===== config.mk =====
export PLATFORM = sky130hd
export DESIGN_NAME = skip_literal_delta_frame_decoder_top_flat
export DESIGN_NICKNAME = d
export VERILOG_FILES = /design/src/hw/rtl/sld_pkg.sv /design/src/hw/rtl/sld_ifs.sv /design/src/hw/rtl/sld_cfg_regs.sv /design/src/hw/rtl/sld_addr_unit.sv /design/src/hw/rtl/skip_literal_delta_frame_decoder_top.sv /design/src/flat_wrapper.sv
export SDC_FILE = /design/constraint.sdc
export NUM_CORES = 1
export LEC_CHECK = 0
export BUFFER_PORTS_ARGS = -buffer_cell sky130_fd_sc_hd__buf_2
export CAP_MARGIN = 20
export CORE_MARGIN = 2
export CORE_UTILIZATION = 45
export DETAILED_ROUTE_END_ITERATION = 16
export GPL_TIMING_DRIVEN = 0
export PLACE_DENSITY_LB_ADDON = 0.3
export SETUP_SLACK_MARGIN = 0.15
export SKIP_CTS_REPAIR_TIMING = 1
export SLEW_MARGIN = 5
export SYNTH_ARGS = -nofsm -noshare
export SYNTH_HDL_FRONTEND = slang
export SYNTH_SLANG_ARGS = --single-unit
export TNS_END_PERCENT = 5

===== constraint.sdc =====
create_clock -name i_clk -period 4 [get_ports i_clk]
set_input_delay 0.4 -clock i_clk [delete_from_list [all_inputs] [get_ports i_clk]]
set_output_delay 0.4 -clock i_clk [all_outputs]
set_load 0.005 [all_outputs]

===== src/hw/rtl/sld_pkg.sv =====
package sld_pkg;

    localparam int DATA_W   = 8;
    localparam int WIDTH_W  = 10;
    localparam int HEIGHT_W = 9;
    localparam int COL_W    = 10;
    localparam int ROW_W    = 9;
    localparam int LIT_W    = 7;
    localparam int ADDR_W   = 19;
    localparam int CFG_IDX_W = 2;

    localparam logic [CFG_IDX_W-1:0] CFG_FRAME_WIDTH  = 2'd0;
    localparam logic [CFG_IDX_W-1:0] CFG_FRAME_HEIGHT = 2'd1;
    localparam logic [CFG_IDX_W-1:0] CFG_ORIGIN_X     = 2'd2;
    localparam logic [CFG_IDX_W-1:0] CFG_ORIGIN_Y     = 2'd3;

    localparam logic [WIDTH_W-1:0]  RST_FRAME_WIDTH  = 10'd640;
    localparam logic [HEIGHT_W-1:0] RST_FRAME_HEIGHT = 9'd480;
    localparam logic [COL_W-1:0]    RST_ORIGIN_X     = 10'd197;
    localparam logic [ROW_W-1:0]    RST_ORIGIN_Y     = 9'd118;

    localparam logic [ROW_W-1:0] ROW_MAX = 9'h1FF;

    typedef struct packed {
        logic [WIDTH_W-1:0]  frame_width;
        logic [HEIGHT_W-1:0] frame_height;
        logic [COL_W-1:0]    origin_x;
        logic [ROW_W-1:0]    origin_y;
    } t_cfg;

endpackage


===== src/hw/rtl/sld_ifs.sv =====
interface sld_in_if;
    logic                        valid;
    logic                        ready;
    logic [sld_pkg::DATA_W-1:0]  data_byte;
    logic                        frame_start;
    logic                        key_frame;

    modport source (output valid, data_byte, frame_start, key_frame, input ready);
    modport sink   (input valid, data_byte, frame_start, key_frame, output ready);
endinterface

interface sld_out_if;
    logic                        valid;
    logic                        ready;
    logic [sld_pkg::ADDR_W-1:0]  pixel_addr;
    logic [sld_pkg::DATA_W-1:0]  pixel_value;
    logic                        off_screen;

    modport source (output valid, pixel_addr, pixel_value, off_screen, input ready);
    modport sink   (input valid, pixel_addr, pixel_value, off_screen, output ready);
endinterface

interface sld_cfg_if;
    logic                           valid;
    logic                           ready;
    logic [sld_pkg::CFG_IDX_W-1:0]  index;
    logic [15:0]                    data;

    modport source (output valid, index, data, input ready);
    modport sink   (input valid, index, data, output ready);
endinterface


===== src/hw/rtl/sld_cfg_regs.sv =====
module sld_cfg_regs (
    input  logic            i_clk,
    input  logic            i_rst_n,
    sld_cfg_if.sink         i_cfg,
    output sld_pkg::t_cfg   o_cfg
);

    sld_pkg::t_cfg r_cfg;
    sld_pkg::t_cfg n_cfg;

    assign i_cfg.ready = 1'b1;
    assign o_cfg       = r_cfg;

    always_comb begin
        n_cfg = r_cfg;
        if (i_cfg.valid) begin
            case (i_cfg.index)
                sld_pkg::CFG_FRAME_WIDTH:  n_cfg.frame_width  = i_cfg.data[sld_pkg::WIDTH_W-1:0];
                sld_pkg::CFG_FRAME_HEIGHT: n_cfg.frame_height = i_cfg.data[sld_pkg::HEIGHT_W-1:0];
                sld_pkg::CFG_ORIGIN_X:     n_cfg.origin_x     = i_cfg.data[sld_pkg::COL_W-1:0];
                sld_pkg::CFG_ORIGIN_Y:     n_cfg.origin_y     = i_cfg.data[sld_pkg::ROW_W-1:0];
                default:                   n_cfg = r_cfg;
            endcase
        end
    end

    always_ff @(posedge i_clk) begin
        if (!i_rst_n) begin
            r_cfg.frame_width  <= sld_pkg::RST_FRAME_WIDTH;
            r_cfg.frame_height <= sld_pkg::RST_FRAME_HEIGHT;
            r_cfg.origin_x     <= sld_pkg::RST_ORIGIN_X;
            r_cfg.origin_y     <= sld_pkg::RST_ORIGIN_Y;
        end else begin
            r_cfg <= n_cfg;
        end
    end

endmodule


===== src/hw/rtl/sld_addr_unit.sv =====
module sld_addr_unit #(
    parameter int SCREEN_STRIDE = 640,
    parameter int SCREEN_ROWS   = 480
) (
    input  logic                        i_clk,
    input  logic                        i_mul_en,
    input  logic [sld_pkg::ROW_W-1:0]   i_origin_y,
    input  logic [sld_pkg::COL_W-1:0]   i_origin_x,
    input  logic [sld_pkg::ROW_W-1:0]   i_row,
    input  logic [sld_pkg::COL_W-1:0]   i_col,
    output logic [sld_pkg::ADDR_W-1:0]  o_addr,
    output logic                        o_off
);

    localparam int ROWSUM_W = sld_pkg::ROW_W + 1;
    localparam int COLSUM_W = sld_pkg::COL_W + 1;
    localparam int ROWSUM_MAX = (1 << ROWSUM_W) - 1;
    localparam int COLSUM_MAX = (1 << COLSUM_W) - 1;
    localparam int PROD_W = $clog2(ROWSUM_MAX * SCREEN_STRIDE + 1);
    localparam int SUM_W  = $clog2(ROWSUM_MAX * SCREEN_STRIDE + COLSUM_MAX + 1);
    localparam int LIMIT  = SCREEN_STRIDE * SCREEN_ROWS;
    localparam int LIM_W  = $clog2(LIMIT + 1);
    localparam int CMP_W  = (SUM_W > LIM_W) ? SUM_W : LIM_W;

    logic [ROWSUM_W-1:0] row_sum;
    logic [PROD_W-1:0]   r_prod;
    logic [CMP_W-1:0]    full_addr;
    logic [CMP_W-1:0]    sel_addr;

    assign row_sum = ROWSUM_W'(i_origin_y) + ROWSUM_W'(i_row);

    always_ff @(posedge i_clk) begin
        if (i_mul_en) begin
            r_prod <= PROD_W'(row_sum) * PROD_W'(SCREEN_STRIDE);
        end
    end

    assign full_addr = CMP_W'(r_prod) + CMP_W'(i_origin_x) + CMP_W'(i_col);
    assign o_off     = (full_addr >= CMP_W'(LIMIT));
    assign sel_addr  = o_off ? CMP_W'(LIMIT - 1) : full_addr;
    assign o_addr    = sld_pkg::ADDR_W'(sel_addr);

endmodule


===== src/hw/rtl/skip_literal_delta_frame_decoder_top.sv =====
// Decodes the body bytes of skip/literal delta animation frames into screen pixel writes.
// One input word is taken in the idle state only. A control byte that only sets a literal
// count is handled in the idle state alone; a pixel word passes through accept, row
// multiply, address add and clamp, and position update, repeating the update once per row
// wrapped, and may wait in the add state for the output register to drain; a skip goes
// from accept straight to position update, repeating it once per row wrapped, since the
// single subtract/compare unit peels off one frame_width per cycle. The result register
// lets the next byte be taken while a pixel waits downstream. frame_width 0 behaves as 1;
// key frame bytes past frame_height rows and all control bytes produce no pixel.
module skip_literal_delta_frame_decoder_top #(
    parameter int SCREEN_STRIDE = 640,
    parameter int SCREEN_ROWS   = 480
) (
    input  logic        i_clk,
    input  logic        i_rst_n,
    sld_in_if.sink      i_in,
    sld_out_if.source   o_out,
    sld_cfg_if.sink     i_cfg
);

    localparam logic [1:0] S_IDLE = 2'd0;
    localparam logic [1:0] S_MUL  = 2'd1;
    localparam logic [1:0] S_ADD  = 2'd2;
    localparam logic [1:0] S_ADV  = 2'd3;

    localparam int X_W = sld_pkg::COL_W + 1;

    sld_pkg::t_cfg cfg;

    logic [1:0]                   r_state, n_state;
    logic [sld_pkg::COL_W-1:0]    r_col, n_col;
    logic [sld_pkg::ROW_W-1:0]    r_row, n_row;
    logic [sld_pkg::LIT_W-1:0]    r_lit, n_lit;
    logic                         r_key, n_key;
    logic [X_W-1:0]               r_x, n_x;
    logic [sld_pkg::ROW_W-1:0]    r_y, n_y;
    logic [sld_pkg::DATA_W-1:0]   r_val, n_val;
    logic                         r_ovalid, n_ovalid;
    logic [sld_pkg::ADDR_W-1:0]   r_oaddr, n_oaddr;
    logic [sld_pkg::DATA_W-1:0]   r_oval, n_oval;
    logic                         r_ooff, n_ooff;

    logic                         accept;
    logic [sld_pkg::COL_W-1:0]    col_e;
    logic [sld_pkg::ROW_W-1:0]    row_e;
    logic [sld_pkg::LIT_W-1:0]    lit_e;
    logic                         key_e;
    logic [sld_pkg::WIDTH_W-1:0]  w_eff;
    logic                         wrap;
    logic [sld_pkg::ADDR_W-1:0]   calc_addr;
    logic                         calc_off;

    function automatic logic HEIGHT_FIT(input logic [sld_pkg::ROW_W-1:0] row,
                                        input logic [sld_pkg::HEIGHT_W-1:0] height);
        HEIGHT_FIT = (row < height);
    endfunction

    sld_cfg_regs u_cfg (
        .i_clk   (i_clk),
        .i_rst_n (i_rst_n),
        .i_cfg   (i_cfg),
        .o_cfg   (cfg)
    );

    sld_addr_unit #(
        .SCREEN_STRIDE (SCREEN_STRIDE),
        .SCREEN_ROWS   (SCREEN_ROWS)
    ) u_addr (
        .i_clk      (i_clk),
        .i_mul_en   (r_state == S_MUL),
        .i_origin_y (cfg.origin_y),
        .i_origin_x (cfg.origin_x),
        .i_row      (r_row),
        .i_col      (r_col),
        .o_addr     (calc_addr),
        .o_off      (calc_off)
    );

    assign i_in.ready        = (r_state == S_IDLE);
    assign accept            = i_in.valid && i_in.ready;
    assign o_out.valid       = r_ovalid;
    assign o_out.pixel_addr  = r_oaddr;
    assign o_out.pixel_value = r_oval;
    assign o_out.off_screen  = r_ooff;

    assign col_e = i_in.frame_start ? '0 : r_col;
    assign row_e = i_in.frame_start ? '0 : r_row;
    assign lit_e = i_in.frame_start ? '0 : r_lit;
    assign key_e = i_in.frame_start ? i_in.key_frame : r_key;

    assign w_eff = (cfg.frame_width == '0) ? sld_pkg::WIDTH_W'(1) : cfg.frame_width;
    assign wrap  = (r_x >= X_W'(w_eff));

    always_comb begin
        n_state  = r_state;
        n_col    = r_col;
        n_row    = r_row;
        n_lit    = r_lit;
        n_key    = r_key;
        n_x      = r_x;
        n_y      = r_y;
        n_val    = r_val;
        n_ovalid = r_ovalid && !o_out.ready;
        n_oaddr  = r_oaddr;
        n_oval   = r_oval;
        n_ooff   = r_ooff;

        case (r_state)
            S_IDLE: begin
                if (accept) begin
                    n_col = col_e;
                    n_row = row_e;
                    n_lit = lit_e;
                    n_key = key_e;
                    n_y   = row_e;
                    n_val = i_in.data_byte;
                    n_x   = X_W'(col_e) + X_W'(1);
                    if (key_e) begin
                        if (HEIGHT_FIT(row_e, cfg.frame_height)) begin
                            n_state = S_MUL;
                        end
                    end else if (lit_e != '0) begin
                        n_lit   = lit_e - sld_pkg::LIT_W'(1);
                        n_state = S_MUL;
                    end else if (i_in.data_byte[7]) begin
                        n_x     = X_W'(col_e) + X_W'(i_in.data_byte[6:0]);
                        n_state = S_ADV;
                    end else begin
                        n_lit = i_in.data_byte[sld_pkg::LIT_W-1:0];
                    end
                end
            end
            S_MUL: begin
                n_state = S_ADD;
            end
            S_ADD: begin
                if (!r_ovalid || o_out.ready) begin
                    n_ovalid = 1'b1;
                    n_oaddr  = calc_addr;
                    n_oval   = r_val;
                    n_ooff   = calc_off;
                    n_state  = S_ADV;
                end
            end
            S_ADV: begin
                if (wrap) begin
                    n_x = r_x - X_W'(w_eff);
                    if (r_y != sld_pkg::ROW_MAX) begin
                        n_y = r_y + sld_pkg::ROW_W'(1);
                    end
                end else begin
                    n_col   = r_x[sld_pkg::COL_W-1:0];
                    n_row   = r_y;
                    n_state = S_IDLE;
                end
            end
            default: begin
                n_state = S_IDLE;
            end
        endcase
    end

    always_ff @(posedge i_clk) begin
        if (!i_rst_n) begin
            r_state  <= S_IDLE;
            r_col    <= '0;
            r_row    <= '0;
            r_lit    <= '0;
            r_key    <= 1'b0;
            r_ovalid <= 1'b0;
        end else begin
            r_state  <= n_state;
            r_col    <= n_col;
            r_row    <= n_row;
            r_lit    <= n_lit;
            r_key    <= n_key;
            r_ovalid <= n_ovalid;
        end
    end

    always_ff @(posedge i_clk) begin
        r_x     <= n_x;
        r_y     <= n_y;
        r_val   <= n_val;
        r_oaddr <= n_oaddr;
        r_oval  <= n_oval;
        r_ooff  <= n_ooff;
    end

endmodule


===== src/flat_wrapper.sv =====
// flat-port wrapper written by rule: the top's interface ports become plain ports
module skip_literal_delta_frame_decoder_top_flat 
#(
    parameter int SCREEN_STRIDE = 640,
    parameter int SCREEN_ROWS   = 480
)
  (i_clk, i_rst_n, i_in_valid, i_in_data_byte, i_in_frame_start, i_in_key_frame, i_in_ready, o_out_valid, o_out_pixel_addr, o_out_pixel_value, o_out_off_screen, o_out_ready, i_cfg_valid, i_cfg_index, i_cfg_data, i_cfg_ready);
  sld_in_if i_in_i ();
  sld_out_if o_out_i ();
  sld_cfg_if i_cfg_i ();
  input  logic i_clk;
  input  logic i_rst_n;
  input wire logic [$bits(i_in_i.valid)-1:0] i_in_valid;
  input wire logic [$bits(i_in_i.data_byte)-1:0] i_in_data_byte;
  input wire logic [$bits(i_in_i.frame_start)-1:0] i_in_frame_start;
  input wire logic [$bits(i_in_i.key_frame)-1:0] i_in_key_frame;
  output wire logic [$bits(i_in_i.ready)-1:0] i_in_ready;
  output wire logic [$bits(o_out_i.valid)-1:0] o_out_valid;
  output wire logic [$bits(o_out_i.pixel_addr)-1:0] o_out_pixel_addr;
  output wire logic [$bits(o_out_i.pixel_value)-1:0] o_out_pixel_value;
  output wire logic [$bits(o_out_i.off_screen)-1:0] o_out_off_screen;
  input wire logic [$bits(o_out_i.ready)-1:0] o_out_ready;
  input wire logic [$bits(i_cfg_i.valid)-1:0] i_cfg_valid;
  input wire logic [$bits(i_cfg_i.index)-1:0] i_cfg_index;
  input wire logic [$bits(i_cfg_i.data)-1:0] i_cfg_data;
  output wire logic [$bits(i_cfg_i.ready)-1:0] i_cfg_ready;
  assign i_in_i.valid = i_in_valid;
  assign i_in_i.data_byte = i_in_data_byte;
  assign i_in_i.frame_start = i_in_frame_start;
  assign i_in_i.key_frame = i_in_key_frame;
  assign i_in_ready = i_in_i.ready;
  assign o_out_valid = o_out_i.valid;
  assign o_out_pixel_addr = o_out_i.pixel_addr;
  assign o_out_pixel_value = o_out_i.pixel_value;
  assign o_out_off_screen = o_out_i.off_screen;
  assign o_out_i.ready = o_out_ready;
  assign i_cfg_i.valid = i_cfg_valid;
  assign i_cfg_i.index = i_cfg_index;
  assign i_cfg_i.data = i_cfg_data;
  assign i_cfg_ready = i_cfg_i.ready;
  skip_literal_delta_frame_decoder_top #(.SCREEN_STRIDE(SCREEN_STRIDE), .SCREEN_ROWS(SCREEN_ROWS)) u_core (.i_clk(i_clk), .i_rst_n(i_rst_n), .i_in(i_in_i), .o_out(o_out_i), .i_cfg(i_cfg_i));
endmodule

==> results of run 1 <==
## layer usage
metal | track usage | part of all wire
met1 | 0.305 | 0.48
met2 | 0.335 | 0.44
met3 | 0.0343 | 0.051
met4 | 0.0733 | 0.023
met5 | 0 | 0
## registers in the layout, indices dropped and copies added (netlist names)
name / count
u_core.r_key: 1
u_core.u_addr.r_prod: 13
u_core.o_out.valid: 1
u_core.o_out.pixel_addr: 19
u_core.r_col: 10
u_core.u_cfg.o_cfg: 38
u_core.r_row: 9
u_core.r_y: 9
u_core.o_out.off_screen: 1
u_core.r_val: 8
u_core.r_x: 11
u_core.r_lit: 7
u_core.r_state: 2
u_core.o_out.pixel_value: 8
## layout make-up
type / instances / area (sq um) / area share
Tap cell: 265 / 332 / 0.0331
Clock inverter: 15 / 135 / 0.0135
Sequential cell: 137 / 3430 / 0.343
Multi-Input combinational cell: 704 / 4970 / 0.496
Timing Repair Buffer: 58 / 308 / 0.0307
Buffer: 42 / 213 / 0.0212
Clock buffer: 17 / 425 / 0.0425
Inverter: 53 / 199 / 0.0199
## power by group through the flow
stage               clock network, mW  logic [mW]  registers (mW)
floorplan                           0        1.42            2.03
global placement                    0        1.86            2.09
detailed placement                  0        1.92            2.09
CTS                              1.52        1.94            2.06
global route                     1.57        2.17            2.10
finish                           1.51        1.97            2.07
## worst reg2reg max path: stages, from the launching register on
cell,delay (ps)
dfxtp_1,540
inv_1,110
fa_1,510
inv_1,40
ha_1,400
nand4_1,170
a2111oi_0,600
a211oi_1,170
o32a_1,350
o2111ai_1,450
a21oi_1,150
## kinds of logic (layout without fill, tap and decap cells)
kind of cell | Yosys count | after routing | synth area share
fa+ha+maj | 83 | 83 | 0.125
flops | 137 | 137 | 0.390
mux | 9 | 9 | 0.0118
xor+xnor | 44 | 44 | 0.0438
compound gates | 244 | 244 | 0.202
buf+inv | 95 | 185 | 0.0468
simple gates | 323 | 323 | 0.180
other cells | 1 | 1 | 0.000426
## per-stage QoR
step | worst slack, ps | power, mW | instance area [sq um] | instances
3_5_place_dp | 175 | 4.01 | 9430 | 1257
2_1_floorplan | 694 | 3.46 | 8790 | 936
5_1_grt | 125 | 5.84 | 10000 | 1291
4_1_cts | 321 | 5.51 | 9990 | 1289
3_3_place_gp | 8.93 | 3.95 | 9400 | 1255
6_report | 245 | 5.54 | 10000 | 1291
## cell usage in the layout, fill, tap and decap left out, types with 28 or more instances in the layout
cell type / netlist / final
buf_2: 6 / 60
o21ai_0: 28 / 28
a21oi_1: 53 / 51
dfxtp_1: 68 / 68
ha_1: 75 / 75
nor2b_1: 34 / 33
nand2_1: 113 / 113
inv_1: 52 / 52
nor3_1: 35 / 35
edfxtp_1: 69 / 69
nor2_1: 59 / 59
## worst max-delay path by stage
stage	to	cells past startpoint	start	slack [ps]
detailed placement	u_core.r_x[10]$_DFFE_PP_	13	i_in_frame_start	180
global route	u_core.o_out.pixel_addr[12]$_SDFFCE_PP0P_	10	u_core.r_col[7]$_SDFFE_PN0P_	130
global placement	u_core.r_y[1]$_DFFE_PP_	7	u_core.r_x[5]$_DFFE_PP_	9
finish	u_core.o_out.pixel_addr[12]$_SDFFCE_PP0P_	10	u_core.r_col[7]$_SDFFE_PN0P_	240
floorplan	u_core.u_addr.r_prod[19]$_DFFE_PN_	16	u_core.r_row[0]$_SDFFE_PN0P_	690
CTS	u_core.u_addr.r_prod[19]$_DFFE_PN_	16	u_core.r_row[0]$_SDFFE_PN0P_	320
==> flow_metrics.py, run 1 <==
metrics = {
    "synthesis": {
        "syn_inst": 936,
        "ys_warn_count": 0,
        "synth_area_per_cell_sq_um": 9.39,
        "syn_area_sq_um": 8790,
        "synth_commonest_cells": "nand2_1, ha_1, edfxtp_1",
        "ys_seq_elements": 137,
        "ys.flop_type": "edfxtp_1",
        "synth.area.top_cells": "edfxtp_1, dfxtp_1, ha_1",
        "yosysTopAreaCell": "edfxtp_1",
        "synth.distinct_cells": 88,
        "synth_edf_count": 69,
        "synthArstFlopShare": 0,
        "synth_top_cell_area_share": 0.236,
        "synth.most_common_cell": "nand2_1",
        "yosysSeqAreaShare": 0.390,
        "syn_nets": 1052,
    },
    "timing": {
        "finalSetupTns_ps": 0,
        "tightestPinTransition_ps": 739,
        "relSlewSlack": 0.505,
        "hold_viol": 0,
        "finalCritPeriodShare": 0.939,
        "period_minus_slack_ps": 3760,
        "max_clock_freq_mhz": 266,
        "final-setup-viol-count": 0,
        "hold_ws_ps": 186,
        "slew_violations": 0,
        "grt_setup_unrepaired": "yes",
        "clock_skew_ps": 8.83,
    },
    "floorplan": {
        "io_pins": 64,
        "dieWidth_um": 144,
        "initial_core_util": 0.455,
        "fp.dieH_um": 144,
        "rows": 51,
        "die_area_sq_um": 20700,
        "core_area_sq_um": 19300,
    },
    "setup_path": {
        "worstSetupPathType": "reg2reg",
        "slowest_delay_ps": 600,
        "crit_path_end_kind": "flop",
        "critical_path.most_common_cell": "inv_1",
        "crit_chain": "inv_1, fa_1, inv_1, ha_1, nand4_1, a2111oi_0, a211oi_1, o32a_1, o2111ai_1, a21oi_1",
        "regToRegStartpoint": "u_core.r_col[7]$_SDFFE_PN0P_",
        "cp_max_fo": 6,
        "rr_worst_depth": 10,
        "crit_family": "compound AO/OA/AOI/OAI gates",
        "arrival_ps": 3910,
        "reg2reg_to": "u_core.o_out.pixel_addr[12]$_SDFFCE_PP0P_",
        "cp_num_buf_inv": 2,
        "worstPathRequired_ps": 4160,
        "cp-start-kind": "flop",
        "reg2reg_slack_ps": 240,
        "slowest_stage": "a2111oi_0",
    },
    "cts": {
        "clock_sinks": 137,
        "clk_pin_slew_ps": 60,
        "cts_made_buffers": 17,
        "htreeDepth": 4,
        "clockBufferDepth": 2,
        "clockRootBuffer": "clkbuf_16",
        "clock_latency_ps": 430,
        "cts_tree": "built",
    },
    "pwr": {
        "comb_power_share": 0.356,
        "p_per_area_nw_per_um2": 553,
        "pwr-share-seq": 0.373,
        "netSwitchingFraction": 0.362,
        "p_leak_nw": 4.06,
        "switchingPower_mw": 2.01,
        "p_int_mw": 3.53,
        "peakVddDrop_v": 0.000338,
        "p_clk_frac": 0.272,
    },
    "worst_hold_path": {
        "worstHoldPathCells": 1,
        "hold_class": "in2reg",
        "min_to": "u_core.r_val[7]$_DFFE_PP_",
        "hold_start": "i_in_data_byte[7]",
    },
    "placement": {
        "portBuffers": 54,
        "place.gp.congestion": 0.877,
        "dpl.hpwl_um": 17100,
    },
    "detailed_routing": {
        "wl_um": 22300,
        "drtAntennaViolNets": 0,
        "post_drt_wl_per_cell_um": 17.3,
        "vias": 7233,
        "vias_per_cell": 5.60,
        "first_pass_iters": 5,
        "drc": 0,
        "drtIter0Drc": 562,
    },
    "grt": {
        "grt_pass1_vias": 6528,
        "grt_pass1_wl_um": 34300,
        "grt_max_degree": 21,
        "grt_antenna_before_repair": 0,
        "grt_usage": 0.216,
        "grt_overflow": 0,
    },
    "run": {
        "maxCapViolCount": 0,
    },
    "status": {
        "status": "finished clean",
    },
    "final_layout": {
        "num_antenna_cells": 0,
        "nets": 1129,
        "fill_cells": 1793,
        "layout-drive-gt1-share": 0.137,
        "area_growth_syn_to_layout_pct": 13.9,
        "fin_util": 0.518,
    },
}
Power figures use the tool's default switching activity.
==> run 2: changes to the inputs <==
- clock period: 4 -> 3.79 ns (I/O delays scaled with it)
==> run 2 against run 1 <==
Net effect:
- utilization increased by 0.097 points
- worst setup slack got worse by 4.7 ps
- clock power increased by 5%
- sequential power increased by 5%
- clock skew decreased by 0.66 ps
- critical path depth increased by 6
- clock-buffer cell count unchanged
- register-to-register slack about the same
- maximum frequency increased by 5.8%
==> flow_metrics.py, run 2 (synthesized netlist as in run 1, its figures left out) <==
metrics = {
    "placement": {
        "place.gp.congestion": 0.877,
        "dp.cells": 1257,
        "place_area_sq_um": 9430,
        "dpl.hpwl_um": 17100,
        "portBuffers": 54,
    },
    "detailed_routing": {
        "vias_per_cell": 5.59,
        "first_pass_iters": 5,
        "drtAntennaViolNets": 0,
        "drc": 0,
        "post_drt_wl_per_cell_um": 17.3,
        "wl_um": 22400,
        "drtIter0Drc": 586,
        "vias": 7222,
    },
    "final_layout": {
        "final_cell_mix": "nand2_1, ha_1, edfxtp_1",
        "final_cells": 1293,
        "num_antenna_cells": 0,
        "final_common_cell": "nand2_1",
        "layout-drive-gt1-share": 0.141,
        "fin_util": 0.519,
        "final_design_area_no_fill_sq_um": 10000,
        "area_growth_syn_to_layout_pct": 14.1,
        "nets": 1131,
        "largest_reg_flops": 38,
    },
    "floorplan": {
        "die_area_sq_um": 20700,
        "rows": 51,
        "core_area_sq_um": 19300,
        "dieWidth_um": 144,
        "fp.dieH_um": 144,
        "initial_core_util": 0.455,
        "io_pins": 64,
    },
    "setup_path": {
        "reg2reg_slack_ps": 240,
        "worstSetupPathType": "reg2reg",
        "worstPathRequired_ps": 3970,
        "reg2reg_to": "u_core.u_addr.r_prod[19]$_DFFE_PN_",
        "cp-start-kind": "flop",
        "arrival_ps": 3730,
        "regToRegStartpoint": "u_core.r_row[0]$_SDFFE_PN0P_",
        "rr_worst_depth": 16,
        "cp_max_fo": 3,
        "crit_path_end_kind": "flop",
    },
    "status": {
        "status": "finished clean",
    },
    "timing": {
        "finalSetupTns_ps": 0,
        "finalCritPeriodShare": 0.937,
        "max_clock_freq_mhz": 282,
        "final-setup-viol-count": 0,
        "hold_viol": 0,
        "clock_skew_ps": 8.16,
        "slew_violations": 0,
        "grt_setup_unrepaired": "yes",
        "relSlewSlack": 0.512,
        "hold_ws_ps": 164,
        "tightestPinTransition_ps": 730,
        "period_minus_slack_ps": 3550,
    },
    "cts": {
        "clockRootBuffer": "clkbuf_16",
        "cts_tree": "built",
        "clk_pin_slew_ps": 60,
        "htreeDepth": 4,
        "cts_made_buffers": 17,
        "clock_sinks": 137,
        "clockBufferDepth": 2,
        "clock_latency_ps": 430,
    },
    "worst_hold_path": {
        "worstHoldPathCells": 1,
        "hold_start": "i_in_data_byte[7]",
        "hold_class": "in2reg",
        "min_to": "u_core.r_val[7]$_DFFE_PP_",
    },
    "grt": {
        "grt_pass1_wl_um": 34300,
        "grt_antenna_before_repair": 0,
        "grt_overflow": 0,
        "grt_usage": 0.216,
        "grt_pass1_vias": 6528,
        "grt_max_degree": 21,
    },
    "run": {
        "maxCapViolCount": 0,
    },
    "pwr": {
        "peakVddDrop_v": 0.000357,
        "p_leak_nw": 4.07,
        "p_per_area_nw_per_um2": 583,
    },
}
-- run 2: worst max-delay path, cell delays in order, from the launching register on --
cell      delay (ps)
dfxtp_2          350
ha_1             170
inv_1             60
fa_1             390
inv_1             70
a21o_1           100
a21oi_1           90
xnor2_1          260
ha_1             330
ha_1             320
a21o_1           180
a21oi_2          190
o21bai_1         100
a21oi_2          160
nor2b_1           80
o311a_1          280
o21a_1           190
-- run 2: area by class of cell --
cell class	count	area (sq um)
buffer	42	213
fill	1790	9300
clock buffer	17	425
clock inverter	15	135
sequential	137	3440
multi-input combinational	704	4970
inverter	53	199
timing repair buffer	60	323
tap	265	332
-- run 2: worst max path at each step --
stage                                 start                                  to  slack, ps  cells after the start
2_1_floorplan  u_core.r_row[0]$_SDFFE_PN0P_  u_core.u_addr.r_prod[19]$_DFFE_PN_        480                     16
3_3_place_gp        u_core.r_x[5]$_DFFE_PP_             u_core.r_y[1]$_DFFE_PP_       -200                      7
3_5_place_dp               i_in_frame_start            u_core.r_x[10]$_DFFE_PP_        -10                     13
4_1_cts        u_core.r_row[0]$_SDFFE_PN0P_  u_core.u_addr.r_prod[19]$_DFFE_PN_        110                     16
5_1_grt        u_core.r_row[0]$_SDFFE_PN0P_  u_core.u_addr.r_prod[19]$_DFFE_PN_         40                     16
6_report       u_core.r_row[0]$_SDFFE_PN0P_  u_core.u_addr.r_prod[19]$_DFFE_PN_        240                     16
-- run 2: where the power goes --
group          switching, mW  internal, mW  leakage [nW]
clock                  0.633         0.953         0.268
sequential             0.224          1.95          1.19
combinational           1.25         0.831          2.61
total                   2.11          3.74          4.07
-- run 2: per-layer routing --
metal  wire length (um)  global-route usage
met4                480              0.0733
met3               1190              0.0343
met5                  0                   0
met1              10700               0.305
met2               9980               0.335
-- run 2: through the flow --
stage,total power [mW],setup slack [ps]
2_1_floorplan,3.65,484
3_3_place_gp,4.17,-201
3_5_place_dp,4.23,-13.7
4_1_cts,5.82,111
5_1_grt,6.17,35.7
6_report,5.85,240
==> run 3: changes to the inputs <==
- BUFFER_PORTS_ARGS: -buffer_cell sky130_fd_sc_hd__buf_2 -> default
- DONT_BUFFER_PORTS: default -> 1
==> run 3 against run 2 <==
Net effect:
- sequential share of layout area increased by 0.67 points
- combinational power decreased by 6%
- global-route usage increased by 0.37 points
- critical path type unchanged
- largest power group unchanged
- highest routed layer unchanged
==> flow_metrics.py, run 3 (synthesized netlist as in run 1, its figures left out) <==
metrics = {
    "setup_path": {
        "regToRegStartpoint": "u_core.r_row[1]$_SDFFE_PN0P_",
        "cp_max_fo": 3,
        "cp-start-kind": "flop",
        "rr_worst_depth": 13,
        "slowest_delay_ps": 360,
        "crit_path_end_kind": "flop",
        "reg2reg_to": "u_core.u_addr.r_prod[19]$_DFFE_PN_",
        "reg2reg_slack_ps": 270,
        "crit_chain": "ha_1, a21o_1, a21oi_1, nor2b_1, o21a_1, o41a_1, xor2_1, ha_1, ha_1, a21oi_2, nor2b_1, o311a_1, o21a_1",
        "slowest_stage": "o41a_1",
        "critical_path.most_common_cell": "ha_1",
        "worstSetupPathType": "reg2reg",
        "worstPathRequired_ps": 3970,
        "arrival_ps": 3700,
    },
    "detailed_routing": {
        "wl_um": 22100,
        "post_drt_wl_per_cell_um": 17.9,
        "drtIter0Drc": 543,
        "drc": 0,
        "vias": 6981,
        "first_pass_iters": 8,
        "drtAntennaViolNets": 0,
        "vias_per_cell": 5.64,
    },
    "floorplan": {
        "io_pins": 64,
        "fp.dieH_um": 144,
        "initial_core_util": 0.455,
        "dieWidth_um": 144,
        "core_area_sq_um": 19300,
        "die_area_sq_um": 20700,
        "rows": 51,
    },
    "placement": {
        "place_area_sq_um": 9160,
        "dp.cells": 1204,
        "portBuffers": 0,
        "place.gp.congestion": 0.864,
        "dpl.hpwl_um": 17000,
    },
    "timing": {
        "finalCritPeriodShare": 0.928,
        "grt_setup_unrepaired": "yes",
        "max_clock_freq_mhz": 284,
        "final-setup-viol-count": 0,
        "clock_skew_ps": 9.64,
        "slew_violations": 0,
        "period_minus_slack_ps": 3520,
        "tightestPinTransition_ps": 713,
        "relSlewSlack": 0.521,
        "hold_ws_ps": 42.3,
        "hold_viol": 0,
    },
    "final_layout": {
        "largest_reg_flops": 38,
        "multi_input_area_sq_um": 4980,
        "final_common_cell": "nand2_1",
        "layout-drive-gt1-share": 0.101,
        "nets": 1076,
        "area_growth_syn_to_layout_pct": 11.9,
        "fill_cells": 1745,
        "final_design_area_no_fill_sq_um": 9840,
        "final_cell_mix": "nand2_1, ha_1, edfxtp_1",
        "seqCellArea_sq_um": 3440,
        "num_antenna_cells": 0,
        "final_cells": 1238,
    },
    "grt": {
        "grt_usage": 0.219,
        "grt_pass1_wl_um": 34800,
        "grt_max_degree": 21,
        "grt_overflow": 0,
        "grt_pass1_vias": 6438,
        "grt_antenna_before_repair": 0,
    },
    "cts": {
        "clock_latency_ps": 440,
        "htreeDepth": 4,
        "clockBufferDepth": 2,
        "clock_sinks": 137,
        "clk_pin_slew_ps": 60,
        "cts_made_buffers": 17,
        "cts_tree": "built",
        "clockRootBuffer": "clkbuf_16",
    },
    "pwr": {
        "pwr-share-seq": 0.370,
        "p_int_mw": 3.82,
        "comb_power_share": 0.332,
        "p_clk_frac": 0.297,
        "peakVddDrop_v": 0.000267,
        "netSwitchingFraction": 0.357,
        "p_per_area_nw_per_um2": 603,
        "switchingPower_mw": 2.12,
        "p_leak_nw": 3.91,
    },
    "worst_hold_path": {
        "hold_class": "in2reg",
        "hold_start": "i_in_data_byte[4]",
        "worstHoldPathCells": 0,
        "min_to": "u_core.r_val[4]$_DFFE_PP_",
    },
    "status": {
        "status": "finished clean",
    },
    "run": {
        "maxCapViolCount": 0,
    },
}
[run 3: metal layers]
metal  vias up  GRT usage  share of wire
met3        39     0.0450          0.066
met1      3286      0.299           0.47
met2       217      0.342           0.44
met5         -          0              0
li1       3439          -              -
met4         0     0.0857          0.025
[run 3: per-stage QoR]
step                setup TNS, ps  setup WS, ps  utilization  power [mW]
global placement            -1570          -175        0.472        4.08
CTS                             0          93.5        0.507        5.90
floorplan                       0           484            -        3.65
finish                          0           273        0.509        5.94
detailed placement              0          64.0        0.474        4.13
global route                    0          64.0        0.509        6.28
[run 3: power by group through the flow]
stage	clock network, mW	registers (mW)	logic [mW]
finish	1.77	2.20	1.97
global route	1.85	2.23	2.20
CTS	1.78	2.20	1.92
detailed placement	0	2.23	1.91
global placement	0	2.23	1.85
floorplan	0	2.15	1.50
[run 3: area by class of cell]
| cell class | count | share of cell area |
|---|---|---|
| Buffer | 42 | 0.0216 |
| Clock buffer | 20 | 0.0509 |
| Clock inverter | 12 | 0.0134 |
| Inverter | 53 | 0.0206 |
| Multi-Input combinational cell | 704 | 0.506 |
| Sequential cell | 137 | 0.349 |
| Tap cell | 265 | 0.0337 |
| Timing Repair Buffer | 5 | 0.00432 |
[run 3: how the worst max path moves through the flow]
stage / from / endpoint / slack [ps] / depth (start not counted)
after global placement: u_core.r_x[5]$_DFFE_PP_ / u_core.r_y[4]$_DFFE_PP_ / -180 / 7
after detailed placement: i_in_frame_start / u_core.r_x[9]$_DFFE_PP_ / 60 / 12
after CTS: u_core.r_row[0]$_SDFFE_PN0P_ / u_core.u_addr.r_prod[19]$_DFFE_PN_ / 90 / 16
after global routing: u_core.r_row[0]$_SDFFE_PN0P_ / u_core.u_addr.r_prod[19]$_DFFE_PN_ / 60 / 17
after floorplan: u_core.r_row[0]$_SDFFE_PN0P_ / u_core.u_addr.r_prod[19]$_DFFE_PN_ / 480 / 16
final: u_core.r_row[1]$_SDFFE_PN0P_ / u_core.u_addr.r_prod[19]$_DFFE_PN_ / 270 / 13
[run 3: worst max-delay path: cells and delay by family (launching register included)]
kind                     cells  cell delay [ps]
AO/OA/AOI/OAI                7             1620
XOR/XNOR                     1              240
adder cells (fa/ha/maj)      3              920
flip-flops                   1              340
AND/OR/NAND/NOR              2              150
